File: src/hdl/dtsi_pkg.sv
// ----------------------------------------------------------------------------
// dtsi_pkg: shared types and constants of the decimal text parser
// Phase, status and controller codes, command/status bundles, character codes.
// ----------------------------------------------------------------------------
package dtsi_pkg;

	localparam int MAX_SCALE = 10000;
	localparam int CHAR_W    = 16;
	localparam int MAG_W     = 64;
	localparam int SCALE_W   = 14;
	localparam int CNT_W     = 16;

	localparam logic [CHAR_W-1:0] CH_POINT  = 16'h002E;
	localparam logic [CHAR_W-1:0] CH_LOW_E  = 16'h0065;
	localparam logic [CHAR_W-1:0] CH_UP_E   = 16'h0045;
	localparam logic [CHAR_W-1:0] CH_MINUS  = 16'h002D;
	localparam logic [CHAR_W-1:0] CH_PLUS   = 16'h002B;
	localparam logic [CHAR_W-1:0] CH_ZERO   = 16'h0030;
	localparam logic [CHAR_W-1:0] CH_NINE   = 16'h0039;

	localparam logic [MAG_W-1:0] POS_LIMIT = 64'h7FFF_FFFF_FFFF_FFFF;
	localparam logic [MAG_W-1:0] NEG_LIMIT = 64'h8000_0000_0000_0000;

	typedef enum logic [2:0] {
		PH_START,
		PH_SIGN,
		PH_MANT,
		PH_EXP,
		PH_EXP_SIGN,
		PH_EXP_DIGITS
	} dtsi_phase_t;

	typedef enum logic [2:0] {
		ST_OK,
		ST_EMPTY,
		ST_NO_DIGITS,
		ST_MAG_OVF,
		ST_SCALE_OVF,
		ST_BAD_EXP,
		ST_EXP_OVF,
		ST_BAD_CHAR
	} dtsi_status_t;

	typedef enum logic [1:0] {
		S_IDLE,
		S_CHECK,
		S_SCALE
	} dtsi_state_t;

	typedef struct packed {
		logic consume;
		logic check;
		logic step;
		logic load;
	} dtsi_cmd_t;

	typedef struct packed {
		logic scale_done;
	} dtsi_sts_t;

endpackage

File: src/hdl/dtsi_datapath.sv
// ----------------------------------------------------------------------------
// dtsi_datapath: parse registers, multiply-by-ten unit and result register
// Consumes characters, runs end-of-text checks, rescales by ten per step.
// ----------------------------------------------------------------------------
module dtsi_datapath (
	input  logic                               clk,
	input  logic                               arst_n,
	input  dtsi_pkg::dtsi_cmd_t                cmd,
	input  logic [dtsi_pkg::CHAR_W-1:0]        character,
	input  logic                               char_present,
	output dtsi_pkg::dtsi_sts_t                sts,
	output logic signed [dtsi_pkg::MAG_W-1:0]  unscaled_value,
	output logic [dtsi_pkg::SCALE_W-1:0]       decimal_scale,
	output logic [2:0]                         status
);
	import dtsi_pkg::*;

	dtsi_phase_t        phase_q, phase_n;
	dtsi_status_t       err_q, err_n, final_err;
	logic               neg_q, neg_n;
	logic [MAG_W-1:0]   mag_q, mag_n;
	logic [SCALE_W-1:0] frac_q, frac_n;
	logic               point_q, point_n;
	logic               digit_q, digit_n;
	logic               eneg_q, eneg_n;
	logic [SCALE_W-1:0] exp_q, exp_n;
	logic [CNT_W-1:0]   cnt_q, cnt_n;

	logic signed [MAG_W-1:0] value_q;
	logic [SCALE_W-1:0]      scale_q;
	dtsi_status_t            status_q;

	logic [3:0]       dig_val;
	logic             is_dig;
	logic [3:0]       add_val;
	logic [MAG_W+3:0] mag_ext, prod, limit_ext;
	logic             mag_ovf;
	logic [17:0]      exp_ext, exp_next;

	assign is_dig  = (character >= CH_ZERO) && (character <= CH_NINE);
	assign dig_val = character[3:0];

	// shared multiply-by-ten: 10*m + d as shift-add, checked against the signed limit
	assign add_val   = cmd.consume ? dig_val : 4'd0;
	assign mag_ext   = {4'b0, mag_q};
	assign prod      = (mag_ext << 3) + (mag_ext << 1) + {{MAG_W{1'b0}}, add_val};
	assign limit_ext = {4'b0, (neg_q ? NEG_LIMIT : POS_LIMIT)};
	assign mag_ovf   = prod > limit_ext;

	assign exp_ext  = {4'b0, exp_q};
	assign exp_next = (exp_ext << 3) + (exp_ext << 1) + {14'b0, dig_val};

	assign sts.scale_done = (err_q != ST_OK) || !cnt_q[CNT_W-1] || (mag_q == '0);

	always_comb begin
		phase_n = phase_q;
		err_n   = err_q;
		neg_n   = neg_q;
		mag_n   = mag_q;
		frac_n  = frac_q;
		point_n = point_q;
		digit_n = digit_q;
		eneg_n  = eneg_q;
		exp_n   = exp_q;
		cnt_n   = cnt_q;
		if (cmd.consume && char_present && err_q == ST_OK) begin
			unique case (phase_q)
				PH_START, PH_SIGN, PH_MANT: begin
					if (phase_q == PH_START && (character == CH_PLUS || character == CH_MINUS)) begin
						neg_n   = (character == CH_MINUS);
						phase_n = PH_SIGN;
					end else if (is_dig) begin
						digit_n = 1'b1;
						if (mag_ovf) begin
							err_n = ST_MAG_OVF;
						end else begin
							mag_n   = prod[MAG_W-1:0];
							phase_n = PH_MANT;
							if (point_q) begin
								if (frac_q >= SCALE_W'(MAX_SCALE))
									err_n = ST_SCALE_OVF;
								else
									frac_n = frac_q + SCALE_W'(1);
							end
						end
					end else if (character == CH_POINT && !point_q) begin
						point_n = 1'b1;
						phase_n = PH_MANT;
					end else if (!digit_q) begin
						err_n = ST_NO_DIGITS;
					end else if (character == CH_LOW_E || character == CH_UP_E) begin
						phase_n = PH_EXP;
					end else begin
						err_n = ST_BAD_CHAR;
					end
				end
				PH_EXP, PH_EXP_SIGN, PH_EXP_DIGITS: begin
					if (phase_q == PH_EXP && (character == CH_PLUS || character == CH_MINUS)) begin
						eneg_n  = (character == CH_MINUS);
						phase_n = PH_EXP_SIGN;
					end else if (is_dig) begin
						if (exp_next > 18'(MAX_SCALE)) begin
							err_n = ST_EXP_OVF;
						end else begin
							exp_n   = exp_next[SCALE_W-1:0];
							phase_n = PH_EXP_DIGITS;
						end
					end else if (phase_q == PH_EXP_DIGITS) begin
						err_n = ST_BAD_CHAR;
					end else begin
						err_n = ST_BAD_EXP;
					end
				end
				default: err_n = ST_BAD_CHAR;
			endcase
		end else if (cmd.check) begin
			if (err_q == ST_OK) begin
				if (phase_q == PH_START)
					err_n = ST_EMPTY;
				else if (phase_q == PH_SIGN || !digit_q)
					err_n = ST_NO_DIGITS;
				else if (phase_q == PH_EXP || phase_q == PH_EXP_SIGN)
					err_n = ST_BAD_EXP;
			end
			// scale = fraction digits - signed exponent
			if (eneg_q)
				cnt_n = {2'b0, frac_q} + {2'b0, exp_q};
			else
				cnt_n = {2'b0, frac_q} - {2'b0, exp_q};
		end else if (cmd.step) begin
			if (mag_ovf) begin
				err_n = ST_MAG_OVF;
			end else begin
				mag_n = prod[MAG_W-1:0];
				cnt_n = cnt_q + CNT_W'(1);
			end
		end
	end

	always_comb begin
		final_err = err_q;
		if (err_q == ST_OK && !cnt_q[CNT_W-1] && cnt_q > CNT_W'(MAX_SCALE))
			final_err = ST_SCALE_OVF;
	end

	always_ff @(posedge clk or negedge arst_n) begin
		if (!arst_n) begin
			phase_q <= PH_START;
			err_q   <= ST_OK;
			neg_q   <= 1'b0;
			mag_q   <= '0;
			frac_q  <= '0;
			point_q <= 1'b0;
			digit_q <= 1'b0;
			eneg_q  <= 1'b0;
			exp_q   <= '0;
			cnt_q   <= '0;
		end else if (cmd.load) begin
			// result taken into the output register: start a fresh text
			phase_q <= PH_START;
			err_q   <= ST_OK;
			neg_q   <= 1'b0;
			mag_q   <= '0;
			frac_q  <= '0;
			point_q <= 1'b0;
			digit_q <= 1'b0;
			eneg_q  <= 1'b0;
			exp_q   <= '0;
			cnt_q   <= '0;
		end else begin
			phase_q <= phase_n;
			err_q   <= err_n;
			neg_q   <= neg_n;
			mag_q   <= mag_n;
			frac_q  <= frac_n;
			point_q <= point_n;
			digit_q <= digit_n;
			eneg_q  <= eneg_n;
			exp_q   <= exp_n;
			cnt_q   <= cnt_n;
		end
	end

	always_ff @(posedge clk) begin
		if (cmd.load) begin
			status_q <= final_err;
			if (final_err != ST_OK) begin
				value_q <= '0;
				scale_q <= '0;
			end else begin
				value_q <= neg_q ? $signed(-mag_q) : $signed(mag_q);
				scale_q <= cnt_q[CNT_W-1] ? '0 : cnt_q[SCALE_W-1:0];
			end
		end
	end

	assign unscaled_value = value_q;
	assign decimal_scale  = scale_q;
	assign status         = status_q;

	a_load_done: assert property (@(posedge clk) disable iff (!arst_n)
		cmd.load |-> sts.scale_done)
		else $error("result loaded before rescaling finished");

	a_err_latch: assert property (@(posedge clk) disable iff (!arst_n)
		err_q != ST_OK && !cmd.load |=> err_q == $past(err_q))
		else $error("latched error changed before end of text");

	a_step_neg: assert property (@(posedge clk) disable iff (!arst_n)
		cmd.step |-> cnt_q[CNT_W-1] && err_q == ST_OK)
		else $error("rescale step with nonnegative scale or pending error");

endmodule

File: src/hdl/dtsi_ctrl.sv
// ----------------------------------------------------------------------------
// dtsi_ctrl: sequencer of the decimal text parser
// Accepts characters, steps end-of-text check and rescale, owns result valid.
// ----------------------------------------------------------------------------
module dtsi_ctrl (
	input  logic                clk,
	input  logic                arst_n,
	input  logic                char_valid,
	input  logic                end_of_text,
	output logic                char_stall,
	output logic                result_valid,
	input  logic                result_stall,
	input  dtsi_pkg::dtsi_sts_t sts,
	output dtsi_pkg::dtsi_cmd_t cmd
);
	import dtsi_pkg::*;

	dtsi_state_t state_q, state_n;
	logic        out_valid_q;
	logic        out_free;

	assign out_free = !out_valid_q || !result_stall;

	always_comb begin
		state_n = state_q;
		unique case (state_q)
			S_IDLE:  if (char_valid && end_of_text) state_n = S_CHECK;
			S_CHECK: state_n = S_SCALE;
			S_SCALE: if (sts.scale_done && out_free) state_n = S_IDLE;
			default: state_n = S_IDLE;
		endcase
	end

	always_comb begin
		cmd        = '0;
		char_stall = 1'b1;
		unique case (state_q)
			S_IDLE: begin
				char_stall  = 1'b0;
				cmd.consume = char_valid;
			end
			S_CHECK: cmd.check = 1'b1;
			S_SCALE: begin
				cmd.step = !sts.scale_done;
				cmd.load = sts.scale_done && out_free;
			end
			default: cmd = '0;
		endcase
	end

	always_ff @(posedge clk or negedge arst_n) begin
		if (!arst_n) begin
			state_q     <= S_IDLE;
			out_valid_q <= 1'b0;
		end else begin
			state_q <= state_n;
			if (cmd.load)
				out_valid_q <= 1'b1;
			else if (!result_stall)
				out_valid_q <= 1'b0;
		end
	end

	assign result_valid = out_valid_q;

	a_end_check: assert property (@(posedge clk) disable iff (!arst_n)
		char_valid && !char_stall && end_of_text |=> state_q == S_CHECK)
		else $error("end beat did not start the end-of-text check");

	a_no_overwrite: assert property (@(posedge clk) disable iff (!arst_n)
		out_valid_q && result_stall |=> out_valid_q && !$past(cmd.load))
		else $error("stalled result overwritten or dropped");

	a_one_cmd: assert property (@(posedge clk) disable iff (!arst_n)
		$onehot0({cmd.consume, cmd.check, cmd.step, cmd.load}))
		else $error("more than one datapath command at once");

endmodule

File: src/hdl/decimal_text_to_scaled_int.sv
// ----------------------------------------------------------------------------
// decimal_text_to_scaled_int: decimal text to signed 64-bit scaled integer
// Top level: joins the sequencer and the parse datapath.
// ----------------------------------------------------------------------------
// One character beat is taken per cycle while the sequencer is idle. A
// beat with end_of_text set is consumed like any other and is followed by
// the end-of-text checks and then the rescale loop: a negative scale costs
// one step per power of ten in the shared multiply-by-ten unit, and the
// loop ends at the latest when the magnitude overflows; a load then moves
// the result into the output register. Character beats are stalled from
// the end beat until the result is in the output register, which holds it
// until taken, so the next text can stream in while the result waits.
module decimal_text_to_scaled_int (
	input  logic                               clk,
	input  logic                               arst_n,
	input  logic                               char_valid,
	output logic                               char_stall,
	input  logic [dtsi_pkg::CHAR_W-1:0]        character,
	input  logic                               char_present,
	input  logic                               end_of_text,
	output logic                               result_valid,
	input  logic                               result_stall,
	output logic signed [dtsi_pkg::MAG_W-1:0]  unscaled_value,
	output logic [dtsi_pkg::SCALE_W-1:0]       decimal_scale,
	output logic [2:0]                         status
);
	import dtsi_pkg::*;

	dtsi_cmd_t cmd;
	dtsi_sts_t sts;

	dtsi_ctrl u_ctrl (
		.clk          (clk),
		.arst_n       (arst_n),
		.char_valid   (char_valid),
		.end_of_text  (end_of_text),
		.char_stall   (char_stall),
		.result_valid (result_valid),
		.result_stall (result_stall),
		.sts          (sts),
		.cmd          (cmd)
	);

	dtsi_datapath u_datapath (
		.clk            (clk),
		.arst_n         (arst_n),
		.cmd            (cmd),
		.character      (character),
		.char_present   (char_present),
		.sts            (sts),
		.unscaled_value (unscaled_value),
		.decimal_scale  (decimal_scale),
		.status         (status)
	);

endmodule
File: config.mk
export PLATFORM = sky130hd
export DESIGN_NAME = decimal_text_to_scaled_int
export DESIGN_NICKNAME = d
export VERILOG_FILES = /design/src/hdl/dtsi_pkg.sv /design/src/hdl/dtsi_datapath.sv /design/src/hdl/dtsi_ctrl.sv /design/src/hdl/decimal_text_to_scaled_int.sv
export SDC_FILE = /design/constraint.sdc
export NUM_CORES = 1
export LEC_CHECK = 0
export BUFFER_PORTS_ARGS = -buffer_cell sky130_fd_sc_hd__buf_2
export CAP_MARGIN = 20
export CORE_MARGIN = 1
export CORE_UTILIZATION = 51
export CTS_CLUSTER_DIAMETER = 50
export CTS_CLUSTER_SIZE = 28
export DETAILED_ROUTE_END_ITERATION = 12
export HOLD_SLACK_MARGIN = 0.08
export PLACE_DENSITY = 0.75
export SETUP_SLACK_MARGIN = 0.05
export SYNTH_ARGS = -nofsm -noshare
export SYNTH_HDL_FRONTEND = slang
export SYNTH_SLANG_ARGS = --single-unit
export TNS_END_PERCENT = 10
File: constraint.sdc
create_clock -name clk -period 8.51 [get_ports clk]
set_input_delay 0 -clock clk [delete_from_list [all_inputs] [get_ports clk]]
set_output_delay 0 -clock clk [all_outputs]
set_load 0.03 [all_outputs]
# Word-level counts from Yosys, hierarchy flattened
# Index checks and enable logic that the tools add are counted.
[word_totals]
mem_count = 0
reg_bits = 202
romBits = 0
latchBits = 0
ramBits = 0
wordCells = 221
[op_classes]
n_shift = 0
n_eq_ne = 41
n_lt_le_gt_ge = 6
addsub = 9
mux = 94
div = 0
bitwise_logic = 0
multipliers = 0
n_reduce_logical = 56
[ops]
columns = ["cell", "n"]
rows = [
  ["two-way mux 64 bit", 10],
  ["two-way mux 14 bit", 14],
  ["two-way mux 16 bit", 6],
  ["two-way mux 3 bit", 32],
  ["adder 67 x 65 -> 68 bit", 1],
  ["adder 68 x 4 -> 68 bit", 1],
  ["> comparator 68 x 64 -> 1 bit", 1],
  ["zero test 64 bit", 1],
  ["negator 64 bit", 1],
  ["== test 16 x 6 -> 1 bit, second input constant", 3],
  ["== test 16 x 7 -> 1 bit, second input constant", 2],
  ["two-way mux 1 bit", 24],
  ["adder 17 x 15 -> 18 bit", 1],
  ["adder 18 x 4 -> 18 bit", 1],
  ["> comparator 18 x 14 -> 1 bit, second input constant", 1],
  ["!= test 6 x 2 -> 1 bit, second input constant", 3],
  ["adder 16 x 1 -> 16 bit, second input constant", 1],
  ["greater-or-equal comparator 16 x 6 -> 1 bit, second input constant", 1],
  ["> comparator 16 x 14 -> 1 bit, second input constant", 1],
  ["<= comparator 16 x 6 -> 1 bit, second input constant", 1],
  ["nonzero test 2 bit", 8],
  ["adder 14 x 14 -> 15 bit", 1],
  ["AND reduction 5 bit", 3],
  ["nonzero test 3 bit", 5],
  ["36 further kinds", 83],
]

# Longest topological paths before layout
[logic_depth]
ltp_word = 11
mapped_depth = 31
depth_no_buf = 29

# Modules after synthesis
# From an unflattened synthesis, not the netlist that was laid out.
[unflattened]
cells_unflattened = 2223
area_unflattened_um2 = 18585.3
[by_module_without_submodules]
columns = ["module", "cells_each", "instances", "area_per_inst_um2"]
rows = [
  ["dtsi_datapath", 2207, 1, 18423.9],
  ["dtsi_ctrl", 16, 1, 161.4],
]

# Worst setup path after synthesis
# No wires, ideal clock.
[synth_timing]
kind = "flip-flop to flip-flop"
start = "register u_ctrl.state_q[0]"
end = "register u_datapath.frac_q[11]"
path_stages_with_launch = 28
slack_ns = 2.127
path_buffers = 1
required_ns = 8.433
arrival_ns = 6.306
synth_period_minus_slack_ns = 6.383
path_cell_list = "dfrtp_1 > or2_2 > nor2_1 > and2_1 > fa_1 > ha_1 > a211oi_1 > o21bai_1 > a21oi_1 > o21bai_1 > a311o_1 > a41oi_1 > o31ai_1 > a21boi_0 > xnor2_1 > ha_1 > nand4_1 > nor3_1 > nand4b_1 > o21ai_1 > or3_1 > o211ai_1 > nor3_1 > nand4b_4 > or3_1 > clkbuf_2 > or4_1 > a21oi_1"
[synth_between]
elab_chain_cells = 7
word_cells_on_any_way = 18
[synth_lines]
columns = ["item", "line_no", "text"]
rows = [
  ["start: declaration", "dtsi_ctrl.sv:18", "dtsi_state_t state_q, state_n;"],
  ["start signal: assignment", "dtsi_ctrl.sv:56", "state_q <= state_n;"],
  ["zero test 2 bit", "dtsi_ctrl.sv:37", "unique case (state_q)"],
  ["two-way mux 1 bit", "dtsi_ctrl.sv:37", ""],
  ["two-way mux 4 bit", "dtsi_datapath.sv:44", "assign add_val = cmd.consume ? dig_val : 4'd0;"],
  ["adder 68 x 4 -> 68 bit", "dtsi_datapath.sv:46", "assign prod = (mag_ext << 3) + (mag_ext << 1) + {{MAG_W{1'b0}}, add_val};"],
  ["> comparator 68 x 64 -> 1 bit", "dtsi_datapath.sv:48", "assign mag_ovf = prod > limit_ext;"],
  ["!= test 2 bit (no source line)", "-", ""],
  ["AND reduction 7 bit (no source line)", "-", ""],
  ["end signal: assignment", "dtsi_datapath.sv:175", "frac_q <= frac_n;"],
  ["end: declaration", "dtsi_datapath.sv:22", "logic [SCALE_W-1:0] frac_q, frac_n;"],
]
# Parallel ways exist; a longest one is shown, timed or not.
# A chain may end at the register's enable or synchronous reset.

# Worst setup path in the final report
[layout_timing]
start = "register u_ctrl.state_q[0]"
end = "register u_datapath.mag_q[58]"
[layout_between]
elab_chain_cells = 11
word_cells_on_any_way = 25
[layout_lines]
columns = ["item", "line_no", "text"]
rows = [
  ["zero test 2 bit", "dtsi_ctrl.sv:37", ""],
  ["two-way mux 1 bit", "dtsi_ctrl.sv:37", ""],
  ["two-way mux 4 bit", "dtsi_datapath.sv:44", ""],
  ["adder 68 x 4 -> 68 bit", "dtsi_datapath.sv:46", ""],
  ["> comparator 68 x 64 -> 1 bit", "dtsi_datapath.sv:48", ""],
  ["two-way mux 64 bit", "dtsi_datapath.sv:74, dtsi_datapath.sv:131", ""],
  ["two-way mux 64 bit", "dtsi_datapath.sv:72", "end else if (is_dig) begin"],
  ["two-way mux 64 bit", "dtsi_datapath.sv:69", "if (phase_q == PH_START && (character == CH_PLUS || character == CH_MINUS)) begin"],
  ["two-way mux 64 bit", "dtsi_datapath.sv:67", "unique case (phase_q)"],
  ["two-way mux 64 bit", "dtsi_datapath.sv:66", "if (cmd.consume && char_present && err_q == ST_OK) begin"],
  ["two-way mux 64 bit", "dtsi_datapath.sv:158", "end else if (cmd.load) begin"],
  ["end signal: assignment", "dtsi_datapath.sv:174", "mag_q <= mag_n;"],
  ["end: declaration", "dtsi_datapath.sv:21", "logic [MAG_W-1:0] mag_q, mag_n;"],
]
# Parallel ways exist; a longest one is shown, timed or not. The select of a mux whose other input is x is not followed.

==> flow_summary.json <==
{
  "synth_warnings": 0,
  "overflow": 0,
  "cp_max_fo": 34,
  "muxShareOfSynthArea_pct": 0.683,
  "status": "finished clean",
  "startpoint_type": "register",
  "criticalPathCategory": "register to register",
  "die_y_um": 190,
  "post_drt_wl_per_cell_um": 19.2,
  "synth_top_area_share_pct": 17.5,
  "hold_class": "primary input to asynchronous set/reset pin",
  "synth_nets": 2273,
  "rows": 68,
  "antenna_left": 0,
  "cts-root-buf": "clkbuf_16",
  "rsz0062_at_grt": "false",
  "synthesis.area_um2": 18000,
  "synthTopCellsByCount": "ha_1 (251), nor2_1 (162), nand2_1 (145), a21oi_1 (138), dfrtp_1 (121)",
  "fmax_mhz": 127,
  "drt-initial-drc-count": 1253,
  "end_kind": "register",
  "tightest_slew_ps": 877,
  "p_per_area_nw_per_um2": 223,
  "post_drt_via_cell_ratio": 6.30,
  "finalWirelength_mm": 48.5,
  "slew_headroom_pct": 41.5,
  "yosysSeqAreaShare_pct": 30.4,
  "die_area_um2": 36000,
  "core_um2": 34600,
  "synth_simple_gate_area_share_pct": 18.2,
  "synth-xor-area-share_pct": 7.69,
  "setup_tns_ps": 0,
  "drive_gt1_share_pct": 9.73,
  "route.vias.total": 15933,
  "nFillCells": 3029,
  "p_leak_uw": 0.00897,
  "grt_pass1_wl_mm": 78.6,
  "tritoncts": "yes",
  "yosysTopAreaCell": "ha_1",
  "final_hold_viol_count": 0,
  "die_w_um": 190,
  "timing.final.crit_share_pct": 92.2,
  "io_pins": 105,
  "vdd.ir_drop.worst_uv": 163,
  "layout.nets": 2338,
  "syn_inst": 1994,
  "drv_cap": 0,
  "dominantRegCellSynth": "dfrtp_1",
  "cts-buffers-inserted": 22,
  "ctsLongestPathBuffers": 3,
  "place_congestion": 0.952,
  "synth_cell_type_count": 90,
  "port_buffers": 104,
  "synth.most_common_cell": "ha_1",
  "finalSetupViolCount": 0,
  "initial_core_util_pct": 51.8,
  "first_pass_iters": 5,
  "syn2layout_area_growth_pct": 9.60,
  "htree_levels": 1,
  "finClkSkew_ps": 20.3,
  "power_uw": 4380,
  "postCtsSetupBuffers": 0,
  "insertion_delay_ps": 530,
  "route.detailed.drc": 0,
  "synth_edf_count": 81,
  "hpwl_mm": 36.9,
  "ys_ff_latch": 202,
  "clkTransAtPathRegs_ps": 70,
  "grt_usage_pct": 26.8,
  "worstPathRequired_ps": 8960,
  "async_flop_share_pct": 59.9,
  "grt_start_max_net_pins": 67,
  "drv_slew": 0,
  "period_minus_slack_ps": 7840,
  "grt_antenna_before_repair": 0,
  "critPathArrivalTime_ps": 8290,
  "cts_sinks": 202,
  "synth_top_family_by_area": "compound AO/OA/AOI/OAI gates",
  "postCtsResizedCells": 0,
  "diodes": 0,
  "syn_avg_cell_area_um2": 9.00,
  "synth_fa_ha_area_share_pct": 18.2,
  "synth_compound_area_share_pct": 21.2,
  "yosys-top-cells-area": "ha_1 (17%), dfrtp_1 (17%), edfxtp_1 (14%)",
  "grt_pass1_vias": 15214
}
==> final timing paths <==
| check | start | to | depth (start not counted) | slack, ps |
|---|---|---|---|---|
| max | u_ctrl.state_q[0]$_DFFE_PN0P_ | u_datapath.mag_q[58]$_DFFE_PN0P_ | 26 | 670 |
| min | arst_n | u_datapath.mag_q[11]$_DFFE_PN0P_ | 2 | 80 |
| max reg2reg | u_ctrl.state_q[0]$_DFFE_PN0P_ | u_datapath.mag_q[58]$_DFFE_PN0P_ | 26 | 670 |
| min reg2reg | u_datapath.frac_q[13]$_DFFE_PN0P_ | u_datapath.frac_q[13]$_DFFE_PN0P_ | 2 | 560 |
| max in group asynchronous | arst_n | u_datapath.neg_q$_DFFE_PN0P_ | 3 | 6950 |
| min in group clk | character[8] | u_datapath.digit_q$_DFFE_PN0P_ | 6 | 110 |
==> registers in the layout, indices dropped and copies added (netlist names), 3 cells and up <==
signal and flops:
u_datapath.cnt_q 16, u_datapath.decimal_scale 14, u_datapath.err_q 3, u_datapath.exp_q 14
u_datapath.frac_q 14, u_datapath.mag_q 64, u_datapath.phase_q 3, u_datapath.status 3
u_datapath.unscaled_value 64
==> layer usage <==
| layer | vias up | wire (um) | part of all wire [%] | track usage [%] |
|---|---|---|---|---|
| li1 | 7594 | - | - | - |
| met1 | 7751 | 21900 | 45 | 35.6 |
| met2 | 474 | 22800 | 47 | 45.2 |
| met3 | 114 | 2290 | 4.7 | 3.25 |
| met4 | 0 | 1440 | 3.0 | 8.81 |
| met5 | - | 0 | 0 | 0 |
==> through the flow <==
stage / std cells / worst slack [ps] / hold slack [ps] / utilization (%) / area (um2)
final: 2530 / 667 / 78.6 / 56.8 / 19700
after global routing: 2530 / 247 / 126 / 56.8 / 19700
after CTS: 2530 / 808 / 80.5 / 56.8 / 19700
after detailed placement: 2478 / 849 / 131 / 54.2 / 18800
after global placement: 2478 / 1050 / 116 / 54.2 / 18800
after floorplan: 1994 / 2130 / -296 / - / 18000
==> final cells by class <==
cell class	instances	area (um2)	area share [%]
Multi-Input combinational cell	1634	11800	60.2
Timing Repair Buffer	125	723	3.68
Inverter	74	280	1.42
Clock buffer	25	614	3.12
Clock inverter	15	176	0.897
Tap cell	455	569	2.89
Sequential cell	202	5460	27.8
==> timing repair <==
action / in CTS / in global routing
hold buffers: 12 / 0
endpoints found under the hold margin: 67 / 0
setup endpoints to repair: 0 / 0
==> cell families after synthesis <==
logic type,count (synthesis)
xor+xnor,156
flops,202
compound gates,565
buf+inv,158
fa+ha+maj,257
mux,12
simple gates,644
==> power by group <==
part | switching [uW] | internal, uW
Clock | 461 | 575
Sequential | 208 | 1150
Combinational | 1270 | 722
Total | 1940 | 2440
==> worst max-delay path, stage by stage (launching register included) <==
cell and delay (ps):
dfrtp_1 410, or2_2 320, nor2_1 300, and2_1 210, fa_1 440, ha_1 320, a211oi_1 330, o21ai_1 150
o2111ai_1 130, nand2_1 210, o21ai_2 430, a21oi_1 150, a21boi_0 440, o41ai_1 230, xor2_1 210, ha_1 340
nand4_1 150, nor3_1 440, nand4b_1 170, or3_1 360, o211ai_1 90, nor3_1 100, nand4b_4 160, buf_4 290
a21o_2 610, buf_4 510, a22o_1 220
==> layout by cell type, fill, tap and decap left out, drive strengths merged, types with 8 or more instances in the layout <==
master	n
a211oi	17
a21boi	11
a21o	34
a21oi	141
a22o	65
a311o	8
a31oi	10
and2	22
and3	17
buf	113
clkbuf	25
dfrtp	121
dlygate4sd3	12
edfxtp	81
ha	251
inv	83
mux2i	10
nand2	147
nand2b	23
nand3	66
nand4	39
nor2	163
nor2b	12
nor3	53
nor4	23
nor4b	9
o211ai	20
o21a	9
o21ai	121
o21bai	20
o22ai	8
o31ai	41
o41ai	10
or2	13
or3	30
or4	10
xnor2	64
xor2	92
No activity file was read; power rests on OpenSTA's default activity.
